## src/hdl/epc_fifo.sv

```systemverilog
// ----------------------------------------------------------------------------
// epc_fifo
// Small register queue used between the front and back and at the output.
// ----------------------------------------------------------------------------
module epc_fifo #(
    parameter int WIDTH = 8,
    parameter int DEPTH = 4
) (
    input  logic             clk,
    input  logic             rst_n,
    input  logic             push,
    input  logic [WIDTH-1:0] wdata,
    output logic             full,
    input  logic             pop,
    output logic [WIDTH-1:0] rdata,
    output logic             empty
);

    localparam int PTR_W = (DEPTH > 1) ? $clog2(DEPTH) : 1;
    localparam int CNT_W = $clog2(DEPTH + 1);

    logic [WIDTH-1:0] store_reg [DEPTH];
    logic [PTR_W-1:0] wptr_reg, wptr_next;
    logic [PTR_W-1:0] rptr_reg, rptr_next;
    logic [CNT_W-1:0] cnt_reg, cnt_next;
    logic             do_push, do_pop;

    assign full    = (cnt_reg == CNT_W'(DEPTH));
    assign empty   = (cnt_reg == '0);
    assign do_push = push && !full;
    assign do_pop  = pop && !empty;
    assign rdata   = store_reg[rptr_reg];

    always_comb
    begin
        wptr_next = wptr_reg;
        rptr_next = rptr_reg;
        cnt_next  = cnt_reg;
        if (do_push)
        begin
            wptr_next = (wptr_reg == PTR_W'(DEPTH - 1)) ? '0 : wptr_reg + 1'b1;
        end
        if (do_pop)
        begin
            rptr_next = (rptr_reg == PTR_W'(DEPTH - 1)) ? '0 : rptr_reg + 1'b1;
        end
        if (do_push && !do_pop)
        begin
            cnt_next = cnt_reg + 1'b1;
        end
        else if (do_pop && !do_push)
        begin
            cnt_next = cnt_reg - 1'b1;
        end
    end

    always_ff @(posedge clk or negedge rst_n)
    begin
        if (!rst_n)
        begin
            wptr_reg <= '0;
            rptr_reg <= '0;
            cnt_reg  <= '0;
        end
        else
        begin
            wptr_reg <= wptr_next;
            rptr_reg <= rptr_next;
            cnt_reg  <= cnt_next;
        end
    end

    always_ff @(posedge clk)
    begin
        if (do_push)
        begin
            store_reg[wptr_reg] <= wdata;
        end
    end

endmodule

```

## config.mk

```make
export PLATFORM = sky130hd
export DESIGN_NAME = epc_fifo
export DESIGN_NICKNAME = d
export VERILOG_FILES = /design/src/hdl/epc_fifo.sv
export SDC_FILE = /design/constraint.sdc
export NUM_CORES = 1
export LEC_CHECK = 0
export BUFFER_PORTS_ARGS = -buffer_cell sky130_fd_sc_hd__clkbuf_2
export CAP_MARGIN = 15
export CORE_MARGIN = 2
export CORE_UTILIZATION = 45
export DETAILED_ROUTE_END_ITERATION = 16
export PLACE_DENSITY = 0.71
export SYNTH_ARGS = -nofsm -noshare
export SYNTH_HDL_FRONTEND = slang
export SYNTH_SLANG_ARGS = --single-unit
```

## constraint.sdc

```tcl
create_clock -name clk -period 2.1 [get_ports clk]
set_clock_uncertainty 0.05 [all_clocks]
set_input_delay 0.42 -clock clk [delete_from_list [all_inputs] [get_ports clk]]
set_output_delay 0.42 -clock clk [all_outputs]
set_load 0.005 [all_outputs]
```

## After elaboration in Yosys (flattened, before gate mapping)

Memories as Yosys holds them, arrays and structs flattened.
Index checks and enable logic that the tools add are counted.

| cells by class | value |
|---|---|
| add/subtract/negate cells | 4 |
| equality and inequality tests | 3 |
| mux-type cells | 6 |
| reduce and logical (&&, ||, !) cells | 10 |

Operator list:

| cell | number |
|---|---|
| 3-bit two-way mux | 2 |
| 2-bit by 1-bit adder with 2-bit output, second input constant | 2 |
| 2-bit == test, second input constant | 2 |
| 1-bit logical AND | 4 |
| 1-bit zero test | 4 |
| 2-bit two-way mux | 2 |
| 3-bit by 1-bit adder with 3-bit output, second input constant | 1 |
| 3-bit == test, second input constant | 1 |
| 3-bit zero test | 1 |
| 3-bit by 1-bit subtractor with 3-bit output, second input constant | 1 |
| 1-bit two-way mux | 2 |
| 2-bit nonzero test | 1 |

| storage, ports and cells | value |
|---|---|
| bits in registers | 7 |
| bits in writable memories | 32 |
| bits of input ports | 12 |
| output and inout port bits | 10 |
| word-level logic and storage cells | 27 |
| memories | 1 |

Memory list:

| memory | depth | bits a word | rd ports | clocked after Yosys merged registers in | write ports | line | source |
|---|---|---|---|---|---|---|---|
| store_reg | 4 | 8 | 1 | 0 | 1 | 22 | `logic [WIDTH-1:0] store_reg [DEPTH];` |

## Logic depth before layout (Yosys ltp)

| depth | value |
|---|---|
| depth in word-level cells | 7 |
| mapped depth | 9 |

## Worst setup path after synthesis

No wires, ideal clock.

| path | value |
|---|---|
| path type | reg2reg |
| from | reg cnt_reg[0] |
| to | reg cnt_reg[2] |
| library setup time | 0.079 ns |
| arrival | 1.859 ns |
| required time | 1.971 ns |
| setup slack | 0.112 ns |
| stages on the path, launching flop included | 9 |
| buffers on the path | 0 |
| period minus slack after synthesis | 1.988 ns |
| cell sequence | dfrtp_1 nor3_1 nand2b_4 ha_1 inv_1 fa_1 xor2_1 nor2_1 xor2_1 |

| on the way | value |
|---|---|
| longest elaborated chain between the ends | 6 |
| elaborated cells between the ends (all ways) | 15 |
| classes of those cells | add/sub (2); eq/ne (1); mux (2); reduce/logical (10) |

RTL lines:

| item | line | source |
|---|---|---|
| from (decl) | 25 | `logic [CNT_W-1:0] cnt_reg, cnt_next;` |
| from (signal assigned) | 69 | `cnt_reg <= cnt_next;` |
| 3-bit zero test (*) | 29 | `assign empty = (cnt_reg == '0);` |
| via empty | 16 | `output logic empty` |
| 1-bit zero test (*) | 31 | `assign do_pop = pop && !empty;` |
| 1-bit logical AND (*) | 31 |  |
| 1-bit zero test | 47 | `if (do_push && !do_pop)` |
| 1-bit logical AND | 47 |  |
| 3-bit two-way mux / 2-bit nonzero test (equally long branches) | -- |  |

Mark *: on every way through the listed nets, which the timed path passes. The rest lies on a longest branch. The select of a mux whose other input is x is not followed.
A chain may end at the register's enable or synchronous reset.

## Final worst setup path

| path | value |
|---|---|
| from | reg rptr_reg[0] |
| to | out rdata[0] |

| on the way | value |
|---|---|
| longest elaborated chain between the ends | 1 |

RTL lines:

| item | line | source |
|---|---|---|
| from (decl) | 24 | `logic [PTR_W-1:0] rptr_reg, rptr_next;` |
| from (signal assigned) | 68 | `rptr_reg <= rptr_next;` |
| memory 4 x 8 bit | -- |  |
| to (decl) | 15 | `output logic [WIDTH-1:0] rdata,` |

No other way between the ends.

==> results by group <==
Die
  – Die ar.: 4100 sq um
  – IO Pins: 22
  – Die Span X: 64.0 microns
  – Std-Cell Rows: 21
  – Die H: 64.0 microns
  – Starting Density: 47.8%
  – Core Region: 3390 sq um

Layout
  – Final Non-Filler Cells: 156
  – Most frequent cells in the layout: 32 x edfxtp_1, 21 x clkbuf_2, 8 x mux4_2, 6 x clkbuf_4, 5 x ha_1
  – Share of cells above drive strength 1: 52.7%
  – Ant diodes: 0
  – Max reg flops: 32
  – Util after Layout: 56.6%
  – Area Overhead vs Synth: 18.3%
  – Final net count: 128
  – Most common cell after layout, fill and taps aside: edfxtp_1

GRT
  – All-Layer GR Usage: 14.2%
  – Vias in the first global route: 825
  – Residual overflow from global routing: 0
  – First-pass GRT wire length: 3950 microns
  – Largest net degree at the start of global routing: 14
  – Initial antenna violation count: 0

Placement
  – # port buffers: 21
  – Hpwl dp: 1620 microns
  – GP Congestion: 0.790
  – Placed insts: 143

Critical path
  – Cell count along the critical path: 3
  – CP startpoint kind: flop
  – Largest delay contributor family on the critical path: multiplexers
  – Slowest stage cell, crit path: mux4_2
  – Critical-path cell list: clkbuf_4 -> mux4_2 -> clkbuf_2
  – Worst Path Max Fanout: 4
  – R2r setup slk: 0.12 ns
  – Setup CP Type: flop to output pin
  – Endpoint class of the critical path: output pin
  – Critical path buffers and inverters: 2
  – Largest stage delay on the critical path: 0.50 ns
  – Crit path DAT: 1.53 ns
  – Worst EP required: 1.63 ns
  – FF-to-FF path depth: 8

STA
  – Slew HR: 72.0%
  – Final Slew Violations: 0
  – RSZ-0062 raised after global routing: no
  – Worst Max-Slew Pin Slew: 0.419 ns
  – Hold WS: 0.235 ns
  – Crit path time final: 2.00 ns
  – Period utilization: 95.3%
  – Endpoints failing setup: 0
  – Setup TNS: 0 ns
  – Max frequency: 500 MHz
  – Final hold violation count: 0

Clock tree
  – Clock Pin Slew Worst Setup and Hold Paths: 0.12 ns
  – H-tree Lvls: 2
  – Num CTS Buffers: 5
  – CTS tree: done
  – Root buffer cell: clkbuf_4
  – Clock latency on the worst-skew pair: 0.34 ns
  – Clock buffer depth: 2
  – CTS sink count: 39

Synthesis
  – Post-Synthesis Cell Area: 1620 sq um
  – Avg Inst Size Synth: 20.5 sq um
  – #FFs+latches synth: 39
  – Synth warn: 0
  – Sequential-to-total area share from yosys stat: 70.1%
  – Yosys cell types: 19
  – Syn Nets: 98
  – Synth Instances: 79

Drt
  – Routed WL: 2530 microns
  – Post-route DRC: 0
  – Per-cell routed wire length: 16.2 microns
  – Vias: 781
  – Post-DRT Antenna Nets: 0
  – Detailed-router iteration count before antenna repair: 4
  – Starting DRT DRC Count: 20
  – Vias per inst: 5.01

Min path
  – WHS Path Cells: 1
  – Min-delay worst type: input port to flop

Power
  – Design Power: 2.60 mW
  – Peak VDD IR: 0.650 mV
  – Static Leak: 0.730 nW
  – Pwr per Cell Area: 1360 nW/um^2

Flow run
  – # Max-Cap Violations: 0

Outcome
  – Status: completed
==> logic make-up (layout without fill, tap and decap cells) <==
group / count (synthesis) / in the layout / synth area share [%]
flip-flops: 39 / 39 / 70.1
multiplexers: 13 / 13 / 15.1
AND/OR/NAND/NOR: 11 / 11 / 5.41
adder cells (fa/ha/maj): 7 / 7 / 5.87
buffers and inverters: 6 / 37 / 1.93
XOR/XNOR: 3 / 3 / 1.62
==> report_power, final <==
| group | switching [mW] | leakage, nW | internal (mW) |
|---|---|---|---|
| Sequential | 0.160 | 0.372 | 1.05 |
| Combinational | 0.371 | 0.312 | 0.520 |
| Clock | 0.244 | 0.0452 | 0.251 |
| Total | 0.775 | 0.730 | 1.82 |
==> final timing paths <==
check	from	to
max	rptr_reg[0]	rdata[0]
min	wdata[5]	store_reg[1][5]
max reg2reg	cnt_reg[2]	cnt_reg[2]
min reg2reg	cnt_reg[2]	cnt_reg[2]
max in group asynchronous	rst_n	rptr_reg[0]
min in group asynchronous	rst_n	cnt_reg[2]
==> area by class of cell <==
type | instances | area, sq um
Clock buffer | 5 | 37.5
Clock inverter | 3 | 43.8
Fill cell | 243 | 1470
Inverter | 3 | 11.3
Multi-Input combinational cell | 34 | 482
Sequential cell | 39 | 1140
Tap cell | 46 | 57.6
Timing Repair Buffer | 26 | 145
==> synthesized netlist by cell type <==
master / number / share of area, %
mux2_4: 2 / 1.9
xor2_1: 2 / 1.1
edfxtp_1: 32 / 59
buf_6: 1 / 0.69
nor3_1: 1 / 0.31
fa_1: 1 / 1.2
mux2_2: 3 / 2.1
inv_1: 3 / 0.69
mux4_2: 8 / 11
and2_2: 4 / 1.9
nor2b_2: 1 / 0.54
ha_1: 6 / 4.6
nand2b_4: 1 / 0.85
buf_1: 1 / 0.23
nor2_1: 3 / 0.69
xnor2_1: 1 / 0.54
buf_2: 1 / 0.31
nor3b_4: 1 / 1.2
dfrtp_1: 7 / 11
==> metrics by stage <==
step / setup WS (ns) / area [sq um]
after floorplan: 0.112 / 1620
after global placement: 0.0582 / 1760
after detailed placement: 0.0186 / 1760
after CTS: 0.00721 / 1870
after global routing: 0.00791 / 1920
final: 0.0993 / 1920
==> layer usage <==
metal  part of all wire (%)  track usage [%]  vias up
met5                      0                0        -
met4                    1.8             9.78        0
met2                     53             23.4       16
met3                    4.6             4.40        5
met1                     40             15.5      395
li1                       -                -      365
==> timing repair <==
action / CTS / global route
hold buffers: 1 / 0
setup endpoints to repair: 9 / 9
gates resized for setup: 3 / 5
pin swaps: 0 / 1
buffers inserted: 1 / 3
hold endpoints to repair: 7 / 0
No activity file was read; power rests on OpenSTA's default activity.
