**src/hdl/epc_pkg.sv**
```systemverilog
// ----------------------------------------------------------------------------
// epc_pkg
// Types and constants of the per-protocol packet counter.
// ----------------------------------------------------------------------------
package epc_pkg;

    localparam int MAX_TAGS_DEF   = 2;
    localparam int COUNT_BITS_DEF = 64;

    localparam int ETH_HDR_LEN = 14;
    localparam int TAG_LEN     = 4;
    localparam int IPV4_PROTO_OFS = 9;
    localparam int IPV6_NH_OFS    = 6;
    localparam int IPV4_HDR_LEN   = 20;
    localparam int IPV6_HDR_LEN   = 40;

    localparam int OFS_W   = 7;
    localparam int TAG_W   = 2;
    localparam int NUM_CNT = 256;

    localparam int CMD_Q_DEPTH = 4;
    localparam int RES_Q_DEPTH = 2;

    localparam logic [15:0] ET_VLAN = 16'h8100;
    localparam logic [15:0] ET_QINQ = 16'h88A8;
    localparam logic [15:0] ET_IPV4 = 16'h0800;
    localparam logic [15:0] ET_IPV6 = 16'h86DD;

    localparam logic OP_BYTE = 1'b0;
    localparam logic OP_READ = 1'b1;

    localparam logic RES_VERDICT = 1'b0;
    localparam logic RES_READ    = 1'b1;

    localparam logic [2:0] ACTION_RESET = 3'd1;

    typedef enum logic [1:0] {
        CMD_COUNT,
        CMD_SKIP,
        CMD_READ
    } cmd_kind_t;

    typedef struct packed {
        logic       operation;
        logic [7:0] data_byte;
        logic       last_byte;
        logic [7:0] counter_index;
    } in_item_t;

    typedef struct packed {
        logic        result_kind;
        logic [2:0]  verdict;
        logic        was_counted;
        logic [7:0]  protocol_index;
        logic [63:0] count_value;
    } out_item_t;

    typedef struct packed {
        cmd_kind_t  kind;
        logic [7:0] idx;
        logic [2:0] verdict;
    } cmd_t;

    function automatic logic is_tag(input logic [15:0] et);
        return (et == ET_VLAN) || (et == ET_QINQ);
    endfunction

endpackage

```
**src/hdl/epc_front.sv**
```systemverilog
// ----------------------------------------------------------------------------
// epc_front
// Byte parser: tracks ethertype and tags, captures the IP protocol byte and
// issues one command per packet end or counter read.
// ----------------------------------------------------------------------------
module epc_front
    import epc_pkg::*;
#(
    parameter int MAX_TAGS = MAX_TAGS_DEF
) (
    input  logic     clk,
    input  logic     rst_n,
    input  logic     push,
    output logic     full,
    input  in_item_t in_data,
    input  logic     cfg_valid,
    input  logic [2:0] cfg_data,
    output logic     cmd_push,
    output cmd_t     cmd,
    input  logic     cmd_full
);

    logic [OFS_W-1:0] ofs_reg, ofs_next;
    logic [15:0]      et_reg, et_next;
    logic [TAG_W-1:0] tags_reg, tags_next;
    logic [OFS_W-1:0] hs_reg, hs_next;
    logic [7:0]       proto_reg, proto_next;
    logic [7:0]       prev_reg, prev_next;
    logic [2:0]       action_reg;

    logic [7:0] p;
    logic [7:0] hs_wide;
    logic [7:0] hs_nwide;
    logic       accept;
    logic       pend_cur, pend_new;
    logic       too_short;
    logic [7:0] pkt_idx;
    logic [15:0] et_upd;
    logic [TAG_W-1:0] tags_upd;
    logic [OFS_W-1:0] hs_upd;
    logic [7:0]  proto_upd;

    assign full   = cmd_full;
    assign accept = push && !cmd_full;
    assign p        = {1'b0, ofs_reg};
    assign hs_wide  = {1'b0, hs_reg};

    always_comb
    begin
        et_upd    = et_reg;
        tags_upd  = tags_reg;
        hs_upd    = hs_reg;
        proto_upd = proto_reg;
        pend_cur  = is_tag(et_reg) && (int'(tags_reg) < MAX_TAGS);
        if (p == 8'(ETH_HDR_LEN - 1))
        begin
            et_upd = {prev_reg, in_data.data_byte};
        end
        else if (p >= 8'(ETH_HDR_LEN) && pend_cur)
        begin
            if (p == hs_wide + 8'(TAG_LEN - 1))
            begin
                et_upd   = {prev_reg, in_data.data_byte};
                hs_upd   = hs_reg + OFS_W'(TAG_LEN);
                tags_upd = tags_reg + 1'b1;
            end
        end
        else if (p >= 8'(ETH_HDR_LEN))
        begin
            if (et_reg == ET_IPV4 && p == hs_wide + 8'(IPV4_PROTO_OFS))
            begin
                proto_upd = in_data.data_byte;
            end
            else if (et_reg == ET_IPV6 && p == hs_wide + 8'(IPV6_NH_OFS))
            begin
                proto_upd = in_data.data_byte;
            end
        end
    end

    always_comb
    begin
        hs_nwide  = {1'b0, hs_upd};
        pend_new  = is_tag(et_upd) && (int'(tags_upd) < MAX_TAGS);
        too_short = (p < 8'(ETH_HDR_LEN - 1)) || pend_new;
        pkt_idx   = 8'd0;
        if (et_upd == ET_IPV4 && p >= hs_nwide + 8'(IPV4_HDR_LEN - 1))
        begin
            pkt_idx = proto_upd;
        end
        else if (et_upd == ET_IPV6 && p >= hs_nwide + 8'(IPV6_HDR_LEN - 1))
        begin
            pkt_idx = proto_upd;
        end
    end

    // next state of the parser
    always_comb
    begin
        ofs_next   = ofs_reg;
        et_next    = et_reg;
        tags_next  = tags_reg;
        hs_next    = hs_reg;
        proto_next = proto_reg;
        prev_next  = prev_reg;
        if (accept && in_data.operation == OP_BYTE)
        begin
            if (in_data.last_byte)
            begin
                ofs_next   = '0;
                et_next    = '0;
                tags_next  = '0;
                hs_next    = OFS_W'(ETH_HDR_LEN);
                proto_next = '0;
                prev_next  = '0;
            end
            else
            begin
                ofs_next   = (ofs_reg == '1) ? ofs_reg : ofs_reg + 1'b1;
                et_next    = et_upd;
                tags_next  = tags_upd;
                hs_next    = hs_upd;
                proto_next = proto_upd;
                prev_next  = in_data.data_byte;
            end
        end
    end

    // command to the back end
    always_comb
    begin
        cmd_push    = 1'b0;
        cmd.kind    = CMD_SKIP;
        cmd.idx     = 8'd0;
        cmd.verdict = action_reg;
        if (accept)
        begin
            if (in_data.operation == OP_READ)
            begin
                cmd_push    = 1'b1;
                cmd.kind    = CMD_READ;
                cmd.idx     = in_data.counter_index;
                cmd.verdict = 3'd0;
            end
            else if (in_data.last_byte)
            begin
                cmd_push = 1'b1;
                if (!too_short)
                begin
                    cmd.kind = CMD_COUNT;
                    cmd.idx  = pkt_idx;
                end
            end
        end
    end

    always_ff @(posedge clk or negedge rst_n)
    begin
        if (!rst_n)
        begin
            ofs_reg    <= '0;
            et_reg     <= '0;
            tags_reg   <= '0;
            hs_reg     <= OFS_W'(ETH_HDR_LEN);
            proto_reg  <= '0;
            prev_reg   <= '0;
            action_reg <= ACTION_RESET;
        end
        else
        begin
            ofs_reg   <= ofs_next;
            et_reg    <= et_next;
            tags_reg  <= tags_next;
            hs_reg    <= hs_next;
            proto_reg <= proto_next;
            prev_reg  <= prev_next;
            if (cfg_valid)
            begin
                action_reg <= cfg_data;
            end
        end
    end

endmodule

```
**config.mk**
```make
export PLATFORM = sky130hd
export DESIGN_NAME = epc_front
export DESIGN_NICKNAME = d
export VERILOG_FILES = /design/src/hdl/epc_pkg.sv /design/src/hdl/epc_front.sv
export SDC_FILE = /design/constraint.sdc
export NUM_CORES = 1
export LEC_CHECK = 0
export BUFFER_PORTS_ARGS = -buffer_cell sky130_fd_sc_hd__buf_2
export CORE_ASPECT_RATIO = 0.9
export CORE_MARGIN = 1.5
export CORE_UTILIZATION = 30
export DETAILED_ROUTE_END_ITERATION = 12
export GPL_ROUTABILITY_DRIVEN = 1
export HOLD_SLACK_MARGIN = 0.1
export SLEW_MARGIN = 5
export SYNTH_ARGS = -nofsm -noshare
export SYNTH_HDL_FRONTEND = slang
export SYNTH_SLANG_ARGS = --single-unit
```
**constraint.sdc**
```tcl
create_clock -name clk -period 6.45 [get_ports clk]
set_input_delay 1.935 -clock clk [delete_from_list [all_inputs] [get_ports clk]]
set_output_delay 1.935 -clock clk [all_outputs]
set_load 0.01 [all_outputs]
```
# Yosys cells after proc, flatten, opt, wreduce, memory -nomap -nowiden
# Cells that the tools add are included.
# op_classes
n_bitwise	1
eq_ne	14
n_addsub	8
order_cmp	6
muxes	31
reduce_logical	14
# op_table
op	count
equality test 16 bit (second input constant)	6
2-to-1 mux 8 bit	9
2-to-1 mux 16 bit	4
2-to-1 mux 7 bit	6
equality test 16 x 12 -> 1 bit (second input constant)	2
equality test 7 x 8 -> 1 bit	3
2-to-1 mux 9 bit	2
>= comparator 7 x 8 -> 1 bit	2
2-to-1 mux 13 bit	1
2-to-1 mux 10 bit	1
logical AND 1 bit	9
adder 7 x 2 -> 8 bit (second input constant)	1
adder 7 x 3 -> 8 bit (second input constant)	1
adder 7 x 4 -> 8 bit (second input constant)	1
adder 7 x 5 -> 8 bit (second input constant)	1
adder 7 x 6 -> 8 bit (second input constant)	1
2-to-1 mux 2 bit	4
adder 7 x 1 -> 7 bit (second input constant)	1
adder 7 x 3 -> 7 bit (second input constant)	1
equality test 7 x 4 -> 1 bit (second input constant)	1
equality test 7 bit (second input constant)	1
>= comparator 7 x 4 -> 1 bit (second input constant)	1
less-than comparator 7 x 4 -> 1 bit (second input constant)	1
less-than comparator 2 bit (second input constant)	2
other kinds (8)	12
# totals
register_bits	51
input_bits	26
output_inout_bits	15
elab_cells	81

# Logic depth before layout (Yosys ltp)
# logic_depth
ltp_word	15
depth_mapped	21
mapped_depth_nobuf	18

# Least setup slack after synthesis
# OpenSTA, ideal clock, no wires.
# synth_path
path_type	register -> output
start	reg hs_reg[1]
end	out cmd[3] (netlist bit)
slack_ns	0.026
stages_incl_launch_ff	22
n_path_buf	3
arrival_ns	4.489
t_required_ns	4.515
path_cell_list	dfstp_2 > clkbuf_1 > inv_1 > ha_1 > xnor2_1 > nand3_1 > or4_1 > buf_2 > nor4bb_1 > buf_2 > xnor2_1 > inv_1 > ha_1 > nor4b_1 > mux2i_1 > nand2_1 > xnor2_1 > ha_1 > a211oi_1 > o21bai_1 > a32oi_4 > o21ai_1
# synth_rtl
item	line	source
start, declared	epc_front.sv:26	logic [OFS_W-1:0] hs_reg, hs_next;
start signal, assigned	epc_front.sv:164	hs_reg <= OFS_W'(ETH_HDR_LEN);
start signal, assigned	epc_front.sv:174	hs_reg <= hs_next;
end, declared	epc_front.sv:19	output cmd_t cmd,

==> flow_metrics.tcl <==
set metrics [dict create \
    cts_tree "built" \
    synth_mux_area_share_pct 4.59 \
    hold_ws_ns 0.505 \
    powerDensity_nw_per_um2 170 \
    worst_slack_ns -0.0816 \
    r2r_setup_slack_ns 2.72 \
    grt_max_degree 51 \
    synthesis.area_um2 3820 \
    worstPathArrival_ns 4.60 \
    cts-htree-levels 2 \
    maxSlewHeadroom_pct 30.8 \
    num_vias 3535 \
    gp_congestion 0.946 \
    grt_usage_pct 16.8 \
    fin_crit_ns 6.53 \
    core_area_um2 12200 \
    cp-start-kind "register" \
    final_area_um2 4650 \
    fin_crit_sh_pct 101 \
    die-area_um2 13400 \
    setup-violations-final 8 \
    synth_top_cell_by_area "dfrtp_1" \
    antenna_found_initial 0 \
    finalNonFillerCells 628 \
    fin_skew_ns 0.00738 \
    p_switching_uw 241 \
    drv_slew 0 \
    synth_fa_ha_area_share_pct 7.53 \
    cts_root_buffer "clkbuf_16" \
    violations "setup timing" \
    cellInternalPower_uw 552 \
    die-width_um 122 \
    syn_area_per_cell_um2 9.16 \
    hp-class "reg2reg" \
    required_ns 4.51 \
    placed_area_um2 4250 \
    area_growth_pct 21.8 \
    leakagePower_nw 2.03 \
    cts_hold_repair.buffers 0 \
    yosysUniqueCellTypes 67 \
    ant_nets 0 \
    clk_latency_ns 0.30 \
    synth_ff_type "dfrtp_1" \
    first_pass_iters 5 \
    clock-sinks 50 \
    cts_made_buffers 5 \
    synth-simple-area-share_pct 21.9 \
    finalPower_uw 792 \
    synth-compound-area-share_pct 23.4 \
    final_net_count 516 \
    first_iter_violations 228 \
    antenna_cells 0 \
    gr-total-overflow 0 \
    path_clk_slew_ns 0.07 \
    synth-async-reset-ratio_pct 100 \
    pre_cts_ws_ns -0.106 \
    hold_viol 0 \
    start_util_pct 31.3 \
    synth_edf_count 0 \
    status "complete, but fails checks" \
    setup.worst_path.end_class "primary output" \
    critical_path_class "reg2out" \
    crit_path_max_fanout 8 \
    fillCellCount 1176 \
    ir_drop_v 0.000133 \
    r2r-start "hs_reg[2]" \
    holdPathEnd "proto_reg[5]" \
    grt_pass1_vias 3350 \
    synth_top_family_by_area "compound AO/OA/AOI/OAI gates" \
    synth_warnings 0 \
    pwr-share-clk_pct 35.2 \
    final_core_util_pct 38.1 \
    dpl.hpwl_mm 7.85 \
    rr_endpoint "et_reg[8]" \
    rows 38 \
    routed_wl_mm 11.0 \
    synthTopCellsByCount "47 x nand2_1, 46 x dfrtp_1, 26 x a22o_1, 23 x ha_1, 23 x o21ai_0" \
    worstSetupStartpoint "hs_reg[2]" \
    synthTopCellsByArea "dfrtp_1 30%, ha_1 7.5%, a22o_1 6.0%" \
    grt_pass1_wl_mm 17.7 \
    worstMarginPinSlew_ns 1.03 \
    synth.ff_latch_count 50 \
    synth_seq_area_share_pct 32.9 \
    wl_per_cell_um 17.5 \
    layout-drive-gt1-share_pct 29.9 \
    die_h_um 110 \
    drv_cap 0 \
    fmax_mhz 153 \
    portBuffers 40 \
    hp-start "proto_reg[5]" \
    synth_nets 466 \
    rr_worst_depth 11 \
    synth.top_cell.area_share_pct 30.1 \
    io-pin-count 41 \
    synth_xor_area_share_pct 5.54 \
    p_sw_share_pct 30.4 \
    avgViaCountPerCell 5.63 \
    synth_most_common_cell "nand2_1" \
    syn_inst 417 \
    rsz0062_at_grt "true" \
    remaining_drc_errors 0 \
    min_path_cells 2 \
    largest_register_ffs 16 \
    tns_ns -0.555 \
    dp.cells 612 \
    cts_max_path_buffers 2 \
    combPwrFrac_pct 20.3 \
    seqPwrFrac_pct 44.5 \
]
worst max-delay path by stage:
stage / to / depth (start not counted) / slack (ns)
CTS: cmd[3] / 19 / -0.05
global route: cmd[3] / 20 / -0.30
floorplan: cmd[3] / 21 / 0.03
detailed placement: cmd[3] / 19 / -0.11
finish: cmd[7] / 20 / -0.08
global placement: cmd[7] / 19 / 0.12
final cells by class:
cell class,count,area (µm²),area share [%]
inverter,10,40.0,0.861
clock buffer,5,125,2.69
sequential,50,1260,27.0
multi-input combinational,332,2570,55.3
timing repair buffer,68,430,9.25
tap,160,200,4.30
clock inverter,3,28.8,0.619
worst max-delay path: stages (launching register included):
cell      delay (ns)
dfstp_2         0.54
buf_4           0.16
ha_1            0.18
nor2b_2         0.17
a211oi_1        0.08
or4_4           0.53
nor4bb_4        0.37
xnor2_2         0.18
buf_4           0.16
ha_2            0.20
nand2_1         0.06
mux2_2          0.29
nand2_1         0.09
xor2_1          0.07
ha_1            0.24
a211oi_1        0.27
o21bai_2        0.12
a32oi_4         0.19
buf_12          0.17
o21ai_1         0.07
buf_2           0.14
routing by layer:
layer | GRT usage, % | routed length [µm]
met1 | 23.2 | 5040
met2 | 27.6 | 5140
met3 | 2.62 | 649
met4 | 3.95 | 140
met5 | 0 | 0
logic make-up (layout without fill, tap and decap cells):
| logic type | count (synthesis) | count (layout) |
|---|---|---|
| buffers and inverters | 35 | 86 |
| muxes | 16 | 16 |
| xor gates and xnor gates | 22 | 22 |
| adders and majority gates | 23 | 23 |
| AOI/OAI and AO/OA | 119 | 119 |
| and+or+nand+nor | 152 | 152 |
| DFF | 50 | 50 |
cells in the final DEF (no fill, tap or decap), drive strengths merged, types with 5 or more instances in the layout:
cell / synthesis / routed
clkbuf: 12 / 5
nor4: 12 / 12
a22oi: 8 / 8
nand3: 21 / 21
nand4b: 5 / 5
nand2: 47 / 47
a21oi: 16 / 16
nand2b: 5 / 5
mux2: 12 / 12
xnor2: 15 / 15
buf: 13 / 68
xor2: 7 / 7
o21ai: 31 / 31
inv: 10 / 12
nor2b: 8 / 8
dfrtp: 46 / 46
a31oi: 7 / 7
ha: 23 / 23
a21o: 5 / 5
nor3: 9 / 9
nor2: 17 / 17
a22o: 26 / 26
power by group through the flow:
stage,Clock [mW],Sequential (mW),Combinational [mW]
global placement,0,0.357,0.147
floorplan,0,0.352,0.0984
CTS,0.284,0.352,0.154
finish,0.279,0.353,0.161
global route,0.298,0.356,0.180
detailed placement,0,0.358,0.150
repair_timing:
action / 4_1_cts / 5_1_grt
setup buffers: 1 / 7
pin swaps: 7 / 17
hold endpoints to repair: 0 / 0
gates resized for setup: 14 / 25
setup endpoints to repair: 8 / 8
Power figures use the tool's default switching activity.
